===== src/imf_pkg.sv =====
`timescale 1ns / 1ps
// ----------------------------------------------------------------------------
// imf_pkg
// Shared constants, codes and controller/datapath interface types.
// ----------------------------------------------------------------------------
package imf_pkg;

	localparam int NODES   = 64;
	localparam int NODE_W  = 6;
	localparam int ADDR_W  = 2 * NODE_W;
	localparam int CELLS   = NODES * NODES;
	localparam int CAP_W   = 8;
	localparam int VAL_W   = 14;
	localparam int PTR_W   = NODE_W + 1;
	localparam int ACT_W   = 5;

	localparam logic [NODE_W-1:0] NODE_LAST = NODE_W'(NODES - 1);
	localparam logic [CAP_W-1:0]  LIMIT_RST = CAP_W'(100);

	localparam logic [1:0] OP_SET    = 2'd0;
	localparam logic [1:0] OP_SOLVE  = 2'd1;
	localparam logic [1:0] OP_READ   = 2'd2;
	localparam logic [1:0] OP_UNUSED = 2'd3;

	localparam logic [1:0] KIND_ACK   = 2'd0;
	localparam logic [1:0] KIND_TOTAL = 2'd1;
	localparam logic [1:0] KIND_FLOW  = 2'd2;

	localparam logic [1:0] REG_SOURCE = 2'd0;
	localparam logic [1:0] REG_SINK   = 2'd1;
	localparam logic [1:0] REG_LIMIT  = 2'd2;

	localparam logic [ACT_W-1:0] A_NONE    = 5'd0;
	localparam logic [ACT_W-1:0] A_CLR     = 5'd1;
	localparam logic [ACT_W-1:0] A_ACCEPT  = 5'd2;
	localparam logic [ACT_W-1:0] A_SET     = 5'd3;
	localparam logic [ACT_W-1:0] A_RDREQ   = 5'd4;
	localparam logic [ACT_W-1:0] A_RD_W    = 5'd5;
	localparam logic [ACT_W-1:0] A_NULL    = 5'd6;
	localparam logic [ACT_W-1:0] A_INIT    = 5'd7;
	localparam logic [ACT_W-1:0] A_DEQ_RD  = 5'd8;
	localparam logic [ACT_W-1:0] A_DEQ_W   = 5'd9;
	localparam logic [ACT_W-1:0] A_LAB_W   = 5'd10;
	localparam logic [ACT_W-1:0] A_SCAN_RD = 5'd11;
	localparam logic [ACT_W-1:0] A_SCAN_EV = 5'd12;
	localparam logic [ACT_W-1:0] A_AUG_ST  = 5'd13;
	localparam logic [ACT_W-1:0] A_AUG_RD  = 5'd14;
	localparam logic [ACT_W-1:0] A_AUG_PW  = 5'd15;
	localparam logic [ACT_W-1:0] A_AUG_FW  = 5'd16;
	localparam logic [ACT_W-1:0] A_SUM_ST  = 5'd17;
	localparam logic [ACT_W-1:0] A_SUM_RD  = 5'd18;
	localparam logic [ACT_W-1:0] A_SUM_EV  = 5'd19;
	localparam logic [ACT_W-1:0] A_PUSH    = 5'd20;

	typedef struct packed {
		logic [ACT_W-1:0] act;
	} cmd_t;

	typedef struct packed {
		logic       in_fire;
		logic [1:0] in_op;
		logic       src_eq_snk;
		logic       q_nonempty;
		logic       v_last;
		logic       sink_hit;
		logic       cur_is_src;
		logic       clr_last;
		logic       out_free;
	} sts_t;

endpackage


===== src/imf_ctrl.sv =====
`timescale 1ns / 1ps
// ----------------------------------------------------------------------------
// imf_ctrl
// Sequencer for clearing, set/read transactions and the max-flow search.
// ----------------------------------------------------------------------------
module imf_ctrl (
	input  logic           clk,
	input  logic           arst_n,
	input  imf_pkg::sts_t  sts,
	output imf_pkg::cmd_t  cmd
);

	localparam logic [4:0] S_CLR    = 5'd0;
	localparam logic [4:0] S_IDLE   = 5'd1;
	localparam logic [4:0] S_SET    = 5'd2;
	localparam logic [4:0] S_RD     = 5'd3;
	localparam logic [4:0] S_RDW    = 5'd4;
	localparam logic [4:0] S_NULL   = 5'd5;
	localparam logic [4:0] S_INIT   = 5'd6;
	localparam logic [4:0] S_DEQ    = 5'd7;
	localparam logic [4:0] S_DEQW   = 5'd8;
	localparam logic [4:0] S_LABW   = 5'd9;
	localparam logic [4:0] S_SRD    = 5'd10;
	localparam logic [4:0] S_SEV    = 5'd11;
	localparam logic [4:0] S_AUG_ST = 5'd12;
	localparam logic [4:0] S_AP     = 5'd13;
	localparam logic [4:0] S_APW    = 5'd14;
	localparam logic [4:0] S_AFW    = 5'd15;
	localparam logic [4:0] S_SUM_ST = 5'd16;
	localparam logic [4:0] S_SUMRD  = 5'd17;
	localparam logic [4:0] S_SUMEV  = 5'd18;
	localparam logic [4:0] S_PUSH   = 5'd19;

	logic [4:0] state_q, state_d;

	always_ff @(posedge clk or negedge arst_n) begin
		if (!arst_n) begin
			state_q <= S_CLR;
		end else begin
			state_q <= state_d;
		end
	end

	always_comb begin
		state_d = state_q;
		cmd.act = imf_pkg::A_NONE;
		unique case (state_q)
			S_CLR: begin
				cmd.act = imf_pkg::A_CLR;
				if (sts.clr_last) state_d = S_IDLE;
			end
			S_IDLE: begin
				cmd.act = imf_pkg::A_ACCEPT;
				if (sts.in_fire) begin
					priority case (sts.in_op)
						imf_pkg::OP_SET:   state_d = S_SET;
						imf_pkg::OP_READ:  state_d = S_RD;
						imf_pkg::OP_SOLVE: state_d = sts.src_eq_snk ? S_SUM_ST : S_INIT;
						default:           state_d = S_NULL;
					endcase
				end
			end
			S_SET: begin
				cmd.act = imf_pkg::A_SET;
				state_d = S_PUSH;
			end
			S_RD: begin
				cmd.act = imf_pkg::A_RDREQ;
				state_d = S_RDW;
			end
			S_RDW: begin
				cmd.act = imf_pkg::A_RD_W;
				state_d = S_PUSH;
			end
			S_NULL: begin
				cmd.act = imf_pkg::A_NULL;
				state_d = S_PUSH;
			end
			S_INIT: begin
				cmd.act = imf_pkg::A_INIT;
				state_d = S_DEQ;
			end
			S_DEQ: begin
				cmd.act = imf_pkg::A_DEQ_RD;
				state_d = sts.q_nonempty ? S_DEQW : S_SUM_ST;
			end
			S_DEQW: begin
				cmd.act = imf_pkg::A_DEQ_W;
				state_d = S_LABW;
			end
			S_LABW: begin
				cmd.act = imf_pkg::A_LAB_W;
				state_d = S_SRD;
			end
			S_SRD: begin
				cmd.act = imf_pkg::A_SCAN_RD;
				state_d = S_SEV;
			end
			S_SEV: begin
				cmd.act = imf_pkg::A_SCAN_EV;
				if (sts.sink_hit) state_d = S_AUG_ST;
				else if (sts.v_last) state_d = S_DEQ;
				else state_d = S_SRD;
			end
			S_AUG_ST: begin
				cmd.act = imf_pkg::A_AUG_ST;
				state_d = S_AP;
			end
			S_AP: begin
				cmd.act = imf_pkg::A_AUG_RD;
				state_d = sts.cur_is_src ? S_INIT : S_APW;
			end
			S_APW: begin
				cmd.act = imf_pkg::A_AUG_PW;
				state_d = S_AFW;
			end
			S_AFW: begin
				cmd.act = imf_pkg::A_AUG_FW;
				state_d = S_AP;
			end
			S_SUM_ST: begin
				cmd.act = imf_pkg::A_SUM_ST;
				state_d = S_SUMRD;
			end
			S_SUMRD: begin
				cmd.act = imf_pkg::A_SUM_RD;
				state_d = S_SUMEV;
			end
			S_SUMEV: begin
				cmd.act = imf_pkg::A_SUM_EV;
				if (sts.v_last) state_d = S_PUSH;
				else state_d = S_SUMRD;
			end
			S_PUSH: begin
				cmd.act = imf_pkg::A_PUSH;
				if (sts.out_free) state_d = S_IDLE;
			end
			default: begin
				state_d = S_CLR;
			end
		endcase
	end

endmodule


===== config.mk =====
export PLATFORM = sky130hd
export DESIGN_NAME = imf_ctrl
export DESIGN_NICKNAME = d
export VERILOG_FILES = /design/src/imf_pkg.sv /design/src/imf_ctrl.sv
export SDC_FILE = /design/constraint.sdc
export NUM_CORES = 1
export LEC_CHECK = 0
export BUFFER_PORTS_ARGS = -buffer_cell sky130_fd_sc_hd__buf_2
export CELL_PAD_IN_SITES_DETAIL_PLACEMENT = 0
export CELL_PAD_IN_SITES_GLOBAL_PLACEMENT = 1
export CORE_ASPECT_RATIO = 1.1
export CORE_MARGIN = 10
export CORE_UTILIZATION = 25
export DETAILED_ROUTE_END_ITERATION = 16
export PLACE_DENSITY = 0.54
export SETUP_SLACK_MARGIN = 0.15
export SKIP_LAST_GASP = 1
export SYNTH_ARGS = -nofsm -noshare
export SYNTH_HDL_FRONTEND = slang
export SYNTH_SLANG_ARGS = --single-unit

===== constraint.sdc =====
create_clock -name clk -period 1.75 [get_ports clk]
set_input_delay 0.175 -clock clk [delete_from_list [all_inputs] [get_ports clk]]
set_output_delay 0.175 -clock clk [all_outputs]
set_load 0.02 [all_outputs]

==> impl_metrics.env <==
export IMPL_status="completed"
export IMPL_crit_type="reg2out"
export IMPL_leakagePower_nw=0.3589
export IMPL_die_h_um=71.35
export IMPL_syn_nets=96
export IMPL_synth_distinct_cells=33
export IMPL_syn_instance_count=84
export IMPL_gp_congestion=0.8272
export IMPL_grt_start_max_net_pins=20
export IMPL_cts_buffers=3
export IMPL_die_w_um=66.69
export IMPL_fmax_ghz=0.6497
export IMPL_seq_power_share_pct=18.5
export IMPL_busiest_layer="met2"
export IMPL_sw_frac_of_total_pct=47.49
export IMPL_fin_tns_setup_ps=0
export IMPL_setup_viol=0
export IMPL_synth_ff_type="dfrtp_1"
export IMPL_slew_viol_final=0
export IMPL_dpl_cell_area_sq_um=718.2
export IMPL_end_kind="primary output"
export IMPL_period_needed_ps=1539
export IMPL_regMostFlops="state_q"
export IMPL_cts_tree="built"
export IMPL_hp_class="in2reg"
export IMPL_pwr_share_clk_pct=9.3
export IMPL_largest_reg_flops=5
export IMPL_antenna_found_initial=0
export IMPL_setup_worst_path_start_class="flip-flop"
export IMPL_synth_edf_count=0
export IMPL_intPower_uw=737.2
export IMPL_syn_area_sq_um=599.3
export IMPL_async_reset_ff_share_pct=100.0
export IMPL_io_buffers=16
export IMPL_syn_mean_instance_area_sq_um=7.135
export IMPL_dieArea_sq_mm=0.004758
export IMPL_grt_overflow_total=0
export IMPL_powerDensity_mw_per_mm2=1692
export IMPL_drt_initial_drc_count=24
export IMPL_route_detailed_wl_per_inst_um=12.91
export IMPL_n_antenna_cell=0
export IMPL_vdd_ir_drop_max_v=0.0005771
export IMPL_dp_hpwl_um=1395
export IMPL_dr_pass1_iters=4
export IMPL_drive_gt1_share_pct=38.74
export IMPL_met3_usage_pct=2.799
export IMPL_yosys_warnings=0
export IMPL_tightest_slew_ps=316.1
export IMPL_grt_pass1_vias=666
export IMPL_area_growth_pct=38.41
export IMPL_fin_skew_ps=3.010
export IMPL_worstPathRequired_ps=1570
export IMPL_post_route_drc_count=0
export IMPL_ant_nets=0
export IMPL_max_slew_margin_rel_pct=78.75
export IMPL_worst_path_max_fanout=12
export IMPL_cts_num_sinks=5
export IMPL_start_util_pct=26.35
export IMPL_htreeDepth=1
export IMPL_grt_usage_pct=8.025
export IMPL_core_area_sq_mm=0.002275
export IMPL_fin_crit_sh_pct=87.95
export IMPL_rsz0062_at_grt="yes"
export IMPL_rows=18
export IMPL_synth_seq_area_share_pct=20.88
export IMPL_cts_root_buffer="clkbuf_4"
export IMPL_clock_latency_ps=240
export IMPL_reg_largest_list="state_q x5"
export IMPL_synth_seq_cells=5
export IMPL_p_sw_uw=666.7
export IMPL_use_met1_pct=10.16
export IMPL_ioPinCount=17
export IMPL_vias_per_cell=5.057
export IMPL_ctsLongestPathBuffers=2
export IMPL_fin_nets=124
export IMPL_grt_use_met2_pct=11.50
export IMPL_report_final_hold_viol_count=0
export IMPL_fin_area_sq_um=829.5
export IMPL_grt_pass1_wl_um=3056
export IMPL_comb_power_share_pct=72.2
export IMPL_clkTransAtPathRegs_ps=40
export IMPL_arrival_ps=1360
export IMPL_vias=713
export IMPL_wirelength_um=1820
export IMPL_drv_cap=0
[worst max-delay path, stage by stage, from the launching register on]
cell and delay (ps):
dfrtp_2 490, nor2_4 230, nor2_1 100, a21oi_1 130, buf_2 180
[synthesized netlist by cell type (all sizes together) (2+ instances only)]
| library cell | n | area [sq um] |
|---|---|---|
| a21oi | 7 | 35.03 |
| a31oi | 5 | 31.28 |
| buf | 8 | 51.29 |
| dfrtp | 5 | 125.1 |
| inv | 2 | 7.510 |
| nand2 | 7 | 26.28 |
| nand2b | 2 | 12.51 |
| nand3 | 4 | 20.02 |
| nand4b | 2 | 17.52 |
| nor2 | 8 | 32.54 |
| nor2b | 5 | 31.28 |
| nor3 | 2 | 10.01 |
| o21ai | 8 | 40.03 |
| o22ai | 2 | 12.51 |
| or3b | 2 | 17.52 |
| xor2 | 2 | 17.52 |
[worst paths after layout]
path / cells past startpoint / startpoint / slack, ps / end
setup reg to reg: 5 / state_q[2] / 280 / state_q[2]
min in group asynchronous: 2 / arst_n / 270 / state_q[4]
hold / removal: 3 / sts[7] / 230 / state_q[4]
setup / recovery: 4 / state_q[2] / 210 / cmd[1]
max in group asynchronous: 2 / arst_n / 1340 / state_q[2]
hold reg to reg: 2 / state_q[1] / 670 / state_q[3]
[layout by cell type (no fill, tap or decap), types with 3 or more instances in the layout]
cell type and n:
buf_4 14, buf_2 15, nor2_1 7, o21ai_0 7, nand3_1 4, nand2_1 6
clkbuf_4 3, nor2b_1 5, a21oi_1 7, dfrtp_2 4, a31oi_1 5
[what timing repair did]
item                                    CTS  global route
hold buffers                              1             0
buffers inserted                          1             6
gates resized for setup                   3             7
endpoints found under the setup margin    5             5
pin swaps                                 0             1
hold endpoints to repair                  5             0
[logic make-up after synthesis]
kind of cell    Yosys count  share of synthesized area [%]
flops                     5                          20.88
simple gates             36                          33.20
xor+xnor                  2                          2.923
compound gates           29                          29.65
mux                       2                          3.549
buf+inv                  10                          9.811
[metrics by stage]
stage | worst slack [ps] | hold WS (ps) | util (%) | power, mW | instances
2_1_floorplan | 282.6 | -120.6 | - | 0.8890 | 84
3_3_place_gp | 217.4 | -9.787 | 31.57 | 1.165 | 129
4_1_cts | 151.7 | 237.5 | 33.83 | 1.305 | 135
3_5_place_dp | 214.1 | -6.589 | 31.57 | 1.146 | 129
5_1_grt | 141.4 | 256.7 | 36.47 | 1.542 | 141
6_report | 210.8 | 232.8 | 36.47 | 1.404 | 141
[layer usage]
metal | vias up | wire length (um) | share of wire (%)
met4 | 0 | 28 | 1.5
met5 | - | 0 | 0
met1 | 326 | 826 | 45
li1 | 362 | - | -
met2 | 23 | 815 | 45
met3 | 2 | 149 | 8.2
[power groups by stage]
| stage | registers (mW) | logic [mW] | clock network (mW) |
|---|---|---|---|
| 6_report | 0.260 | 1.01 | 0.131 |
| 4_1_cts | 0.252 | 0.920 | 0.133 |
| 5_1_grt | 0.271 | 1.13 | 0.140 |
| 3_3_place_gp | 0.254 | 0.910 | 0 |
| 2_1_floorplan | 0.185 | 0.704 | 0 |
| 3_5_place_dp | 0.254 | 0.892 | 0 |
[layout make-up]
class                   count  area, sq um
fillers                   254         1445
clock buffers               4        26.28
repair buffers             31        205.2
multi-input cells          69        422.9
flip-flops and latches      5        130.1
well taps                  30        37.54
inverters                   2        7.507
No activity file was read; power rests on OpenSTA's default activity.
